==> src/hdl/pnm_header_parser_core_defines.svh <==
// Assertion macros shared by the parser RTL.
// Each macro samples on clock and is disabled while reset is high.
`ifndef PNM_HEADER_PARSER_CORE_DEFINES_SVH
`define PNM_HEADER_PARSER_CORE_DEFINES_SVH

// The consequent must hold in the same cycle as the antecedent.
`define PNMHP_CHECK_NOW(label, ante, cons, msg) \
   label: assert property (@(posedge clock) disable iff (reset) (ante) |-> (cons)) \
      else $error(msg);

// The consequent must hold in the cycle after the antecedent.
`define PNMHP_CHECK_NEXT(label, ante, cons, msg) \
   label: assert property (@(posedge clock) disable iff (reset) (ante) |=> (cons)) \
      else $error(msg);

`endif

==> src/hdl/pnmhp_pkg.sv <==
package pnmhp_pkg;

   localparam int VALUE_BITS = 16;
   localparam int FIELD_BITS = 16;
   localparam int PHASE_BITS = 4;

   typedef logic [VALUE_BITS-1:0] acc_type;
   typedef logic [PHASE_BITS-1:0] phase_type;
   typedef logic [1:0] status_type;

   localparam acc_type VALUE_MAX = '1;

   localparam logic [7:0] CHAR_P       = 8'h50;
   localparam logic [7:0] CHAR_5       = 8'h35;
   localparam logic [7:0] CHAR_6       = 8'h36;
   localparam logic [7:0] CHAR_HASH    = 8'h23;
   localparam logic [7:0] CHAR_NEWLINE = 8'h0A;
   localparam logic [7:0] CHAR_0       = 8'h30;
   localparam logic [7:0] CHAR_1       = 8'h31;
   localparam logic [7:0] CHAR_9       = 8'h39;

   localparam phase_type PH_MAGIC_P = 4'd0;
   localparam phase_type PH_MAGIC_T = 4'd1;
   localparam phase_type PH_WS_W    = 4'd2;
   localparam phase_type PH_CM_W    = 4'd3;
   localparam phase_type PH_W       = 4'd4;
   localparam phase_type PH_WS_H    = 4'd5;
   localparam phase_type PH_CM_H    = 4'd6;
   localparam phase_type PH_H       = 4'd7;
   localparam phase_type PH_WS_M    = 4'd8;
   localparam phase_type PH_CM_M    = 4'd9;
   localparam phase_type PH_M       = 4'd10;

   localparam status_type ST_OK      = 2'd0;
   localparam status_type ST_NOT_P   = 2'd1;
   localparam status_type ST_NOT_RAW = 2'd2;
   localparam status_type ST_TRUNC   = 2'd3;

   typedef struct packed {
      logic [7:0] data_byte;
      logic       end_of_input;
   } req_type;

   typedef struct packed {
      logic [FIELD_BITS-1:0] width;
      logic [FIELD_BITS-1:0] height;
      logic [FIELD_BITS-1:0] max_value;
      logic                  is_colour;
      status_type            status;
      logic                  overflow;
   } rsp_type;

   typedef struct packed {
      phase_type phase;
      acc_type   width_acc;
      acc_type   height_acc;
      acc_type   maxval_acc;
      logic      colour_flag;
      logic      saturated;
   } ctx_type;

   localparam ctx_type CTX_RESET = '{PH_MAGIC_P, '0, '0, '0, 1'b0, 1'b0};

   typedef struct packed {
      acc_type value;
      logic    sat;
   } sum_type;

   // Multiply by ten as two shifts and add the digit, saturating at the top.
   function automatic sum_type add_digit(acc_type acc, logic [3:0] d);
      logic [VALUE_BITS+3:0] wide;
      logic [VALUE_BITS+3:0] ext;
      sum_type r;
      ext = {4'b0000, acc};
      wide = (ext << 3) + (ext << 1) + {{VALUE_BITS{1'b0}}, d};
      if (wide > {4'b0000, VALUE_MAX}) begin
         r.value = VALUE_MAX;
         r.sat = 1'b1;
      end else begin
         r.value = wide[VALUE_BITS-1:0];
         r.sat = 1'b0;
      end
      return r;
   endfunction

endpackage

==> src/hdl/pnmhp_step.sv <==
module pnmhp_step (
   input  pnmhp_pkg::ctx_type cur_ctx,
   input  pnmhp_pkg::req_type req,
   output pnmhp_pkg::ctx_type nxt_ctx,
   output logic               emit,
   output pnmhp_pkg::rsp_type rsp
);

   logic [7:0] c;
   logic [3:0] digit;
   logic is_digit;
   logic starts_number;
   pnmhp_pkg::acc_type base;
   pnmhp_pkg::sum_type sum;

   assign c = req.data_byte;
   assign digit = c[3:0];
   assign is_digit = (c >= pnmhp_pkg::CHAR_0) && (c <= pnmhp_pkg::CHAR_9);
   assign starts_number = (c >= pnmhp_pkg::CHAR_1) && (c <= pnmhp_pkg::CHAR_9);

   // A single digit adder serves whichever number the phase is working on.
   always_comb begin
      case (cur_ctx.phase)
         pnmhp_pkg::PH_W: begin
            base = cur_ctx.width_acc;
         end
         pnmhp_pkg::PH_H: begin
            base = cur_ctx.height_acc;
         end
         pnmhp_pkg::PH_M: begin
            base = cur_ctx.maxval_acc;
         end
         default: begin
            base = '0;
         end
      endcase
   end

   assign sum = pnmhp_pkg::add_digit(base, digit);

   always_comb begin
      nxt_ctx = cur_ctx;
      emit = 1'b0;
      rsp.width = pnmhp_pkg::FIELD_BITS'(cur_ctx.width_acc);
      rsp.height = pnmhp_pkg::FIELD_BITS'(cur_ctx.height_acc);
      rsp.max_value = pnmhp_pkg::FIELD_BITS'(cur_ctx.maxval_acc);
      rsp.is_colour = cur_ctx.colour_flag;
      rsp.status = pnmhp_pkg::ST_OK;
      rsp.overflow = cur_ctx.saturated;
      if (req.end_of_input) begin
         emit = 1'b1;
         rsp.status = pnmhp_pkg::ST_TRUNC;
         nxt_ctx = pnmhp_pkg::CTX_RESET;
      end else begin
         case (cur_ctx.phase)
            pnmhp_pkg::PH_MAGIC_P: begin
               if (c != pnmhp_pkg::CHAR_P) begin
                  emit = 1'b1;
                  rsp = '0;
                  rsp.status = pnmhp_pkg::ST_NOT_P;
                  nxt_ctx = pnmhp_pkg::CTX_RESET;
               end else begin
                  nxt_ctx.phase = pnmhp_pkg::PH_MAGIC_T;
               end
            end
            pnmhp_pkg::PH_MAGIC_T: begin
               if ((c != pnmhp_pkg::CHAR_5) && (c != pnmhp_pkg::CHAR_6)) begin
                  emit = 1'b1;
                  rsp = '0;
                  rsp.status = pnmhp_pkg::ST_NOT_RAW;
                  nxt_ctx = pnmhp_pkg::CTX_RESET;
               end else begin
                  nxt_ctx.colour_flag = (c == pnmhp_pkg::CHAR_6);
                  nxt_ctx.phase = pnmhp_pkg::PH_WS_W;
               end
            end
            pnmhp_pkg::PH_WS_W: begin
               if (starts_number) begin
                  nxt_ctx.width_acc = sum.value;
                  nxt_ctx.saturated = cur_ctx.saturated | sum.sat;
                  nxt_ctx.phase = pnmhp_pkg::PH_W;
               end else if (c == pnmhp_pkg::CHAR_HASH) begin
                  nxt_ctx.phase = pnmhp_pkg::PH_CM_W;
               end
            end
            pnmhp_pkg::PH_CM_W: begin
               if (c == pnmhp_pkg::CHAR_NEWLINE) begin
                  nxt_ctx.phase = pnmhp_pkg::PH_WS_W;
               end
            end
            pnmhp_pkg::PH_W: begin
               if (is_digit) begin
                  nxt_ctx.width_acc = sum.value;
                  nxt_ctx.saturated = cur_ctx.saturated | sum.sat;
               end else if (c == pnmhp_pkg::CHAR_HASH) begin
                  nxt_ctx.phase = pnmhp_pkg::PH_CM_H;
               end else begin
                  nxt_ctx.phase = pnmhp_pkg::PH_WS_H;
               end
            end
            pnmhp_pkg::PH_WS_H: begin
               if (starts_number) begin
                  nxt_ctx.height_acc = sum.value;
                  nxt_ctx.saturated = cur_ctx.saturated | sum.sat;
                  nxt_ctx.phase = pnmhp_pkg::PH_H;
               end else if (c == pnmhp_pkg::CHAR_HASH) begin
                  nxt_ctx.phase = pnmhp_pkg::PH_CM_H;
               end
            end
            pnmhp_pkg::PH_CM_H: begin
               if (c == pnmhp_pkg::CHAR_NEWLINE) begin
                  nxt_ctx.phase = pnmhp_pkg::PH_WS_H;
               end
            end
            pnmhp_pkg::PH_H: begin
               if (is_digit) begin
                  nxt_ctx.height_acc = sum.value;
                  nxt_ctx.saturated = cur_ctx.saturated | sum.sat;
               end else if (c == pnmhp_pkg::CHAR_HASH) begin
                  nxt_ctx.phase = pnmhp_pkg::PH_CM_M;
               end else begin
                  nxt_ctx.phase = pnmhp_pkg::PH_WS_M;
               end
            end
            pnmhp_pkg::PH_WS_M: begin
               if (starts_number) begin
                  nxt_ctx.maxval_acc = sum.value;
                  nxt_ctx.saturated = cur_ctx.saturated | sum.sat;
                  nxt_ctx.phase = pnmhp_pkg::PH_M;
               end else if (c == pnmhp_pkg::CHAR_HASH) begin
                  nxt_ctx.phase = pnmhp_pkg::PH_CM_M;
               end
            end
            pnmhp_pkg::PH_CM_M: begin
               if (c == pnmhp_pkg::CHAR_NEWLINE) begin
                  nxt_ctx.phase = pnmhp_pkg::PH_WS_M;
               end
            end
            pnmhp_pkg::PH_M: begin
               if (is_digit) begin
                  nxt_ctx.maxval_acc = sum.value;
                  nxt_ctx.saturated = cur_ctx.saturated | sum.sat;
               end else begin
                  emit = 1'b1;
                  rsp.status = pnmhp_pkg::ST_OK;
                  nxt_ctx = pnmhp_pkg::CTX_RESET;
               end
            end
            default: begin
               nxt_ctx = pnmhp_pkg::CTX_RESET;
            end
         endcase
      end
   end

endmodule

==> src/hdl/pnm_header_parser_core.sv <==
// The digit multiply-add and phase update are combinational; an emitted result is registered.
// Throughput: one request per cycle unless the result register is full and stalled.
// The input register stalls only while the result register is full and stalled.
// Reset is synchronous and active high: it returns the parser to the expect-P phase,
// clears the accumulators and flags, and empties both registers. No clearing pass follows.
`include "pnm_header_parser_core_defines.svh"

module pnm_header_parser_core (
   input  logic               clock,
   input  logic               reset,
   input  logic               req_valid,
   output logic               req_stall,
   input  pnmhp_pkg::req_type req_data,
   output logic               rsp_valid,
   input  logic               rsp_stall,
   output pnmhp_pkg::rsp_type rsp_data
);

   logic in_valid_ff;
   logic in_valid_in;
   pnmhp_pkg::req_type in_data_ff;
   pnmhp_pkg::ctx_type ctx_ff;
   pnmhp_pkg::ctx_type ctx_in;
   logic rsp_valid_ff;
   logic rsp_valid_in;
   pnmhp_pkg::rsp_type rsp_data_ff;

   logic advance;
   logic step_emit;
   pnmhp_pkg::ctx_type step_ctx;
   pnmhp_pkg::rsp_type step_rsp;

   logic rsp_bad_magic;
   logic rsp_no_values;
   logic acc_at_max;

   pnmhp_step u_step (
      .cur_ctx (ctx_ff),
      .req     (in_data_ff),
      .nxt_ctx (step_ctx),
      .emit    (step_emit),
      .rsp     (step_rsp)
   );

   assign advance = in_valid_ff && (!rsp_valid_ff || !rsp_stall);
   assign req_stall = in_valid_ff && !advance;
   assign in_valid_in = req_stall ? 1'b1 : req_valid;
   assign ctx_in = advance ? step_ctx : ctx_ff;
   assign rsp_valid_in = (advance && step_emit) || (rsp_valid_ff && rsp_stall);

   always_ff @(posedge clock) begin
      if (reset) begin
         in_valid_ff <= 1'b0;
         rsp_valid_ff <= 1'b0;
         ctx_ff <= pnmhp_pkg::CTX_RESET;
      end else begin
         in_valid_ff <= in_valid_in;
         rsp_valid_ff <= rsp_valid_in;
         ctx_ff <= ctx_in;
      end
   end

   always_ff @(posedge clock) begin
      if (!req_stall) begin
         in_data_ff <= req_data;
      end
      if (advance && step_emit) begin
         rsp_data_ff <= step_rsp;
      end
   end

   assign rsp_valid = rsp_valid_ff;
   assign rsp_data = rsp_data_ff;

   assign rsp_bad_magic = (rsp_data_ff.status == pnmhp_pkg::ST_NOT_P) ||
                          (rsp_data_ff.status == pnmhp_pkg::ST_NOT_RAW);
   assign rsp_no_values = (rsp_data_ff.width == '0) && (rsp_data_ff.height == '0) &&
                          (rsp_data_ff.max_value == '0) && !rsp_data_ff.is_colour &&
                          !rsp_data_ff.overflow;
   assign acc_at_max = (ctx_ff.width_acc == pnmhp_pkg::VALUE_MAX) ||
                       (ctx_ff.height_acc == pnmhp_pkg::VALUE_MAX) ||
                       (ctx_ff.maxval_acc == pnmhp_pkg::VALUE_MAX);

   `PNMHP_CHECK_NEXT(a_phase_restart, advance && step_emit, ctx_ff.phase == pnmhp_pkg::PH_MAGIC_P, "no restart")
   `PNMHP_CHECK_NOW(a_bad_magic_zero, rsp_valid_ff && rsp_bad_magic, rsp_no_values, "bad magic values")
   `PNMHP_CHECK_NOW(a_sat_sticks, ctx_ff.saturated, acc_at_max, "saturation without a saturated value")

endmodule

==> config.mk <==
export PLATFORM = sky130hd
export DESIGN_NAME = pnm_header_parser_core
export DESIGN_NICKNAME = d
export VERILOG_FILES = /design/src/hdl/pnmhp_pkg.sv /design/src/hdl/pnmhp_step.sv /design/src/hdl/pnm_header_parser_core.sv
export VERILOG_INCLUDE_DIRS = /design/src /design/src/hdl
export SDC_FILE = /design/constraint.sdc
export NUM_CORES = 1
export LEC_CHECK = 0
export BUFFER_PORTS_ARGS = -buffer_cell sky130_fd_sc_hd__buf_2
export CAP_MARGIN = 15
export CORE_MARGIN = 3
export CORE_UTILIZATION = 55
export CTS_CLUSTER_DIAMETER = 120
export CTS_CLUSTER_SIZE = 40
export DETAILED_ROUTE_END_ITERATION = 10
export GPL_TIMING_DRIVEN = 0
export PLACE_DENSITY = 0.88
export SKIP_CTS_REPAIR_TIMING = 1
export SYNTH_ARGS = -nofsm -noshare
export SYNTH_HDL_FRONTEND = slang
export SYNTH_HIERARCHICAL = 1
export SYNTH_SLANG_ARGS = --single-unit
==> constraint.sdc <==
create_clock -name clock -period 4.76 [get_ports clock]
set_clock_uncertainty 0.15 [all_clocks]
set_input_delay 0.238 -clock clock [delete_from_list [all_inputs] [get_ports clock]]
set_output_delay 0.238 -clock clock [all_outputs]
set_load 0.005 [all_outputs]
==> metrics.md, run 1 <==
| Metric | Value |
|---|---|
| Status | complete, but fails checks |
| Violated checks | design-rule violations, negative setup slack |
| Synth Instances | 839 |
| Actual slew at the worst max-slew pin | between 1000 and 1500 ps |
| Final setup vio count | 1 |
| Core Region | between 10000 and 15000 µm² |
| H-tree levels | 4 |
| Synth Register Bits | ~120 |
| Synth warn | 6 |
| Post-synthesis instance area | between 7000 and 8000 µm² |
| Cell variety after synth | 69 |
| Iteration-0 DRC Markers | roughly 1400 |
| CP delay by family, top | compound AO/OA/AOI/OAI gates |
| TritonCTS clock tree | yes |
| First-pass GRT wire length | ~38000 µm |
| Max FO, Critical Path | 10 |
| Number of synthesized flops with an enable pin | 61 |
| WP depth | 18 |
| Maximum VDD drop | 227 µV |
| RR Startpoint | ctx_ff[51]$_SDFFE_PP0P_ |
| Vert. Die Dim | about 120 µm |
| Nets@finish | a little under 1000 |
| Leak | roughly 3.7 nW |
| Power per cell area | roughly 280 nW/µm² |
| Skew-Pair Late Insertion Delay | 430 ps |
| Placed cells | roughly 1100 |
| # IOs | between 60 and 70 |
| Final ANT Viol Nets | 0 |
| Port Buffers | 65 |
| Design Power | between 2 and 3 mW |
| Crit end category | register |
| Synth area leader | edfxtp_1 |
| Multiplexer share of the synthesized area | about 7.4% |
| Register area share after synthesis | roughly two fifths |
| Worst stage delay on the critical path | 490 ps |
| Worst Path Buf+Inv | 3 |
| XOR/XNOR Fraction of Synth Area | about 1.6% |
| Hold/Removal Path Class | input port to register |
| WS Path Type | register to register |
| GRT overflow | 0 |
| Final Cycle Share | 102% |
| Total Routing Usage GR | 31.4% |
| FF-to-FF End | ctx_ff[41]$_SDFFE_PP0P_ |
| Critical path origin | ctx_ff[51]$_SDFFE_PP0P_ |
| Simple-gate portion of the synthesized area | a little under a quarter |
| Ys flop type | edfxtp_1 |
| Non-Filler Instances | 1137 |
| Area delta synth->final | 22.8% |
| Mapped Nets | just under 900 |
| CTS clk-pin slew, worst paths | ~60 ps |
| Root buffer cell | clkbuf_16 |
| Post-synth ARST share | 0% |
| Share of cells above drive strength 1 | between 10% and 20% |
| Adder-cell share of the synthesized area | between 5 and 6% |
| Largest net degree at the start of global routing | 36 |
| Synth Area per Inst | roughly 9 µm² |
| Initial antenna violation count | 0 |
| Hpwl dp | between 15000 and 20000 µm |
| Synth Area in Compound Gates | ~18% |
| Initial Util | a little under three fifths |
| Final worst slack | -87.0 ps |
| Final Hold Fails | 0 |
| DR vias/cell | 6.45 |
| Max_cap viols | 0 |
| Synth top area cells | edfxtp_1 24%, dfxtp_1 15%, nand2b_1 9.1%, mux2i_1 7.2%, ha_1 5.0% |
| Synth top cells by count | 112 x nand2b_1, 74 x nand2_1, 61 x edfxtp_1 |
| R2R Setup Slk | -90 ps |
| Fmax | between 200 and 250 MHz |
| Clk buf depth | 2 |
| Routability cong. | ~1.1 |
| Largest family of logic cells by synthesized area | simple AND/OR/NAND/NOR gates |
| Reg2Reg Depth | 18 |
| CP startpoint kind | register |
| CTS buffer count | 17 |
| Final Critical Period | roughly 4800 ps |
| Slew HR | 27.4% |
| Most frequent cell after synthesis | nand2b_1 |
| Critical Path AT | roughly 5000 ps |
| Required time worst endpoint | a little under 5000 ps |
| Die Width | approximately 120 µm |
| Via count | 7329 |
| WL final | between 20000 and 30000 µm |
| Final hold slack | ~120 ps |
| Row count | 42 |
| Worst-path cell chain | buf_2, nor3b_1, o211a_1, a21oi_1, inv_1, ha_1, ha_1, a21oi_1, a21boi_0, a311oi_2, o31ai_2, mux2_4, nand3_4, buf_6, o21ai_1, a221oi_2, nand2b_1, mux2i_1 |
| Antenna diodes | 0 |
| Final core occ | 70.2% |
| Die ar. | 15400 µm² |
| Drt pass-1 iters | 11 |
| Vias in the first global route | a little under 7000 |
| CP Capture Point | ctx_ff[41]$_SDFFE_PP0P_ |
| Clock Sinks | 117 |
| Slew Viols, Final | 0 |
| CP max-delay cell | a21oi_1 |
| Yosys top cell area share | around a quarter |
| Wire length per cell | between 20 and 25 µm |
| Number of remaining DRC errors | 1 |
==> logic make-up after synthesis <==
kind of cell	count (synthesis)
buffers and inverters	88
AO/OA/AOI/OAI	201
XOR/XNOR	14
adder cells (fa/ha/maj)	33
flip-flops	117
multiplexers	57
AND/OR/NAND/NOR	329
==> metal layers <==
metal	wire, µm	global-route usage [%]
met1	9840	41.7
met3	2850	7.98
met2	11000	47.3
met4	1380	16.4
met5	0	0
==> cell type report <==
type | instances | area (µm²)
buffer | 51 | 369
inverter | 36 | 135
clock inverter | 14 | 200
timing repair buffer | 91 | 566
sequential | 117 | 2960
tap | 176 | 220
clock buffer | 18 | 439
multi-input combinational | 634 | 4560
fill | 964 | 4010
==> flip-flops by register name, summed over array words and instances (netlist names) <==
| signal | cells |
|---|---|
| in_data_ff | 9 |
| rsp_data | 52 |
| ctx_ff | 54 |
| in_valid_ff | 1 |
| rsp_valid | 1 |
==> stage by stage <==
step                      instance area [µm²]  TNS (ps)  worst slack, ps
after CTS                                8910    -40980            -1040
after global routing                     9440     -1090            -84.0
after floorplan                          7690         0              142
after detailed placement                 8270    -38680             -987
after global placement                   8240    -89230             -992
final                                    9440     -87.0            -87.0
==> worst min path at each step <==
stage | start | to | slack (ps) | cells after the start
final | reset | rsp_valid$_SDFF_PP0_ | 120 | 2
after floorplan | req_data[0] | in_data_ff[0]$_DFFE_PN_ | 190 | 0
after global placement | req_data[0] | in_data_ff[0]$_DFFE_PN_ | 260 | 1
after global routing | reset | in_valid_ff$_SDFF_PP0_ | 130 | 2
after CTS | req_data[2] | in_data_ff[2]$_DFFE_PN_ | -180 | 1
after detailed placement | req_data[2] | in_data_ff[2]$_DFFE_PN_ | 270 | 1
==> cells in the final DEF, fill, tap and decap left out, types with 8 or more instances in the layout <==
cell type / instances
o21ai_0: 46
mux2i_1: 55
xnor2_1: 9
clkbuf_16: 17
edfxtp_1: 61
clkbuf_1: 28
a21oi_1: 38
inv_1: 35
buf_6: 8
a21o_1: 8
dfxtp_1: 53
ha_4: 8
nor3_1: 10
buf_2: 68
o22ai_1: 12
dlygate4sd3_1: 11
and2_1: 53
nor2_1: 36
ha_1: 21
o211ai_1: 8
nand2b_1: 111
buf_4: 14
nand2_1: 73
a222oi_1: 15
==> where the power goes <==
| part | switching (mW) | leakage (nW) | internal, mW |
|---|---|---|---|
| Clock | 0.496 | 0.305 | 0.895 |
| Sequential | 0.00934 | 1.08 | 1.08 |
| Combinational | 0.0806 | 2.35 | 0.0647 |
| Total | 0.586 | 3.73 | 2.04 |
(Power assumes the default switching activity.)
==> run 2, diff against run 1 <==
--- a/config.mk
+++ b/config.mk
@@ -9,12 +9,12 @@
 export BUFFER_PORTS_ARGS = -buffer_cell sky130_fd_sc_hd__buf_2
 export CAP_MARGIN = 15
 export CORE_MARGIN = 3
-export CORE_UTILIZATION = 55
+export CORE_UTILIZATION = 45
 export CTS_CLUSTER_DIAMETER = 120
 export CTS_CLUSTER_SIZE = 40
 export DETAILED_ROUTE_END_ITERATION = 10
 export GPL_TIMING_DRIVEN = 0
-export PLACE_DENSITY = 0.88
+export PLACE_DENSITY = 0.76
 export SKIP_CTS_REPAIR_TIMING = 1
 export SYNTH_ARGS = -nofsm -noshare
 export SYNTH_HDL_FRONTEND = slang
==> run 2 against run 1 <==
  * The run now ends clean
  * Setup slack gained 200 ps
  * Clock-buffer cell count is the same
  * Hold slack lost 54 ps
  * Clock power barely moved
  * Power fell by 0.48%
  * Combinational power hardly changed
  * Non-clock buffer count grew 4
  * Die area up 21%
  * Critical endpoint is now ctx_ff[46]$_SDFFE_PP0P_
==> metrics.md, run 2 (synthesized netlist as in run 1, its figures left out) <==
| Metric | Value |
|---|---|
| Vias in the first global route | 6318 (-6.9%) |
| Initial antenna violation count | 0 (unchanged) |
| Row count | 47 (+12%) |
| Non-Filler Instances | 1185 (+4.2%) |
| Area of placed instances | 8330 µm² (+0.71%) |
| Power per cell area | 273 nW/µm² (-1.5%) |
| Critical Path AT | 4810 ps (-220 ps) |
| Commonest non-fill, non-tap cell in the layout | nand2b_1 |
| Iteration-0 DRC Markers | 910 (-34%) |
| Placed cells | 1126 (+4.2%) |
| Required time worst endpoint | 4920 ps (-20 ps) |
| Hold Path Cell Cnt | 2 (unchanged) |
| Core Region | 16600 µm² (+24%) |
| Total Routing Usage GR | 24.8% (-6.6 points) |
| Final Cycle Share | 97.6% (-4.2 points) |
| M3 GR Usage | 4.56% (-3.4 points) |
| Wire length per cell | 20.0 µm (-9.2%) |
| Final core occ | 57.3% (-13 points) |
| Die Width | 137 µm (+10%) |
| CTS buffer count | 17 (unchanged) |
| Hold/Removal Path Class | input port to register |
| Largest net degree at the start of global routing | 34 (-5.6%) |
| Final ANT Viol Nets | 0 (unchanged) |
| Final instance area | 9540 µm² (+1.0%) |
| Port Buffers | 65 (unchanged) |
| GRT overflow | 0 (unchanged) |
| Status | completed |
| Vert. Die Dim | 137 µm (+10%) |
| Fmax | 215 MHz (+4.3%) |
| CP startpoint kind | register |
| Slew HR | 21.3% (-6.0 points) |
| Final Hold Fails | 0 (unchanged) |
| Max reg flops | 54 (unchanged) |
| WS Path Type | register to register |
| First-pass GRT wire length | 35300 µm (-8.0%) |
| H-tree levels | 4 (unchanged) |
| TritonCTS clock tree | yes |
| Final hold slack | 64.6 ps (-53.8 ps) |
| Gr busiest metal | met2 |
| Antenna diodes | 0 (unchanged) |
| Skew-Pair Late Insertion Delay | 420 ps (about the same) |
| Share of cells above drive strength 1 | 20.0% (+0.75 points) |
| Via count | 7003 (-4.4%) |
| Slew Viols, Final | 0 (unchanged) |
| Clk buf depth | 2 (unchanged) |
| Area delta synth->final | 24.0% |
| Met2 Use GR | 38.5% (-8.8 points) |
| Crit end category | register |
| Nets@finish | 998 (+0.40%) |
| # IOs | 67 (unchanged) |
| Design Power | 2.61 mW (-0.48%) |
| Max FO, Critical Path | 10 (unchanged) |
| Leak | 3.76 nW (+0.80%) |
| Reg2Reg Depth | 20 (+2) |
| Root buffer cell | clkbuf_16 |
| Max_cap viols | 0 (unchanged) |
| Final Critical Period | 4650 ps (-199 ps) |
| Hpwl dp | 17400 µm (-2.4%) |
| Clock Sinks | 117 (unchanged) |
| Global-route met1 utilization | 34.3% (-7.5 points) |
| Initial Util | 46.2% (-11 points) |
| Routability cong. | 1.02 (-6.9%) |
| Top reg by flops | ctx_ff |
| Maximum VDD drop | 235 µV (+3.8%) |
| Number of remaining DRC errors | 0 (-1) |
| DR vias/cell | 5.91 (-8.3%) |
| WL final | 23700 µm (-5.4%) |
| Final setup vio count | 0 (-1) |
| Die ar. | 18700 µm² (+21%) |
| CTS clk-pin slew, worst paths | 60 ps (about the same) |
| Drt pass-1 iters | 6 (-5) |
| Actual slew at the worst max-slew pin | 1170 ps (+89.7 ps) |
| Commonest cells after routing, fill and taps aside | 111 x nand2b_1, 73 x nand2_1, 67 x buf_2, 61 x edfxtp_1, 55 x mux2i_1 |
run 2: cell types whose count changed in the layout (fill, tap and decap cells not counted), sizes merged:
cell    before  now
buf         99  101
clkbuf      50   52
run 2: worst max-delay path, stage by stage, from the launching register on:
cell	delay, ps
dfxtp_2	330
buf_6	130
buf_4	170
nand3_4	130
nor2_4	90
a222oi_1	520
inv_1	130
buf_4	160
ha_1	280
ha_2	330
o211ai_1	270
o211ai_1	200
a21oi_2	230
nor4b_1	90
a211oi_2	370
nand3_4	160
buf_6	160
o31a_1	280
o22a_1	220
nand2b_1	80
mux2i_1	60
run 2: cell type report:
class / instances / area, µm²
Timing Repair Buffer: 95 / 608
Fill cell: 1446 / 7100
Buffer: 51 / 364
Tap cell: 220 / 275
Multi-Input combinational cell: 634 / 4560
Inverter: 36 / 135
Clock inverter: 14 / 200
Clock buffer: 18 / 439
Sequential cell: 117 / 2960
run 2: where the power goes:
| group | internal (mW) | switching (mW) | leakage (nW) | total [mW] |
|---|---|---|---|---|
| sequential | 1.08 | 0.00881 | 1.08 | 1.08 |
| combinational | 0.0648 | 0.0780 | 2.38 | 0.143 |
| clock | 0.895 | 0.486 | 0.305 | 1.38 |
| total | 2.04 | 0.573 | 3.76 | 2.61 |
run 2: stage by stage:
step	setup slack [ps]	setup TNS, ps
3_3_place_gp	-1170	-102860
6_report	112	0
2_1_floorplan	142	0
5_1_grt	-38.1	-114
3_5_place_dp	-1150	-44170
4_1_cts	-1130	-43750
run 2: worst paths after layout:
path | slack, ps | from | to
max | 110 | ctx_ff[50]$_SDFFE_PP0P_ | ctx_ff[46]$_SDFFE_PP0P_
min | 60 | reset | in_valid_ff$_SDFF_PP0_
max reg2reg | 110 | ctx_ff[50]$_SDFFE_PP0P_ | ctx_ff[46]$_SDFFE_PP0P_
min reg2reg | 350 | ctx_ff[50]$_SDFFE_PP0P_ | ctx_ff[50]$_SDFFE_PP0P_
run 2: per-layer routing:
metal  share of wire [%]  wire length (µm)  vias up
met5                   0                 0        -
met1                  43             10100     3324
met3                 8.8              2080       54
li1                    -                 -     3252
met2                  46             10800      373
met4                 2.9               683        0
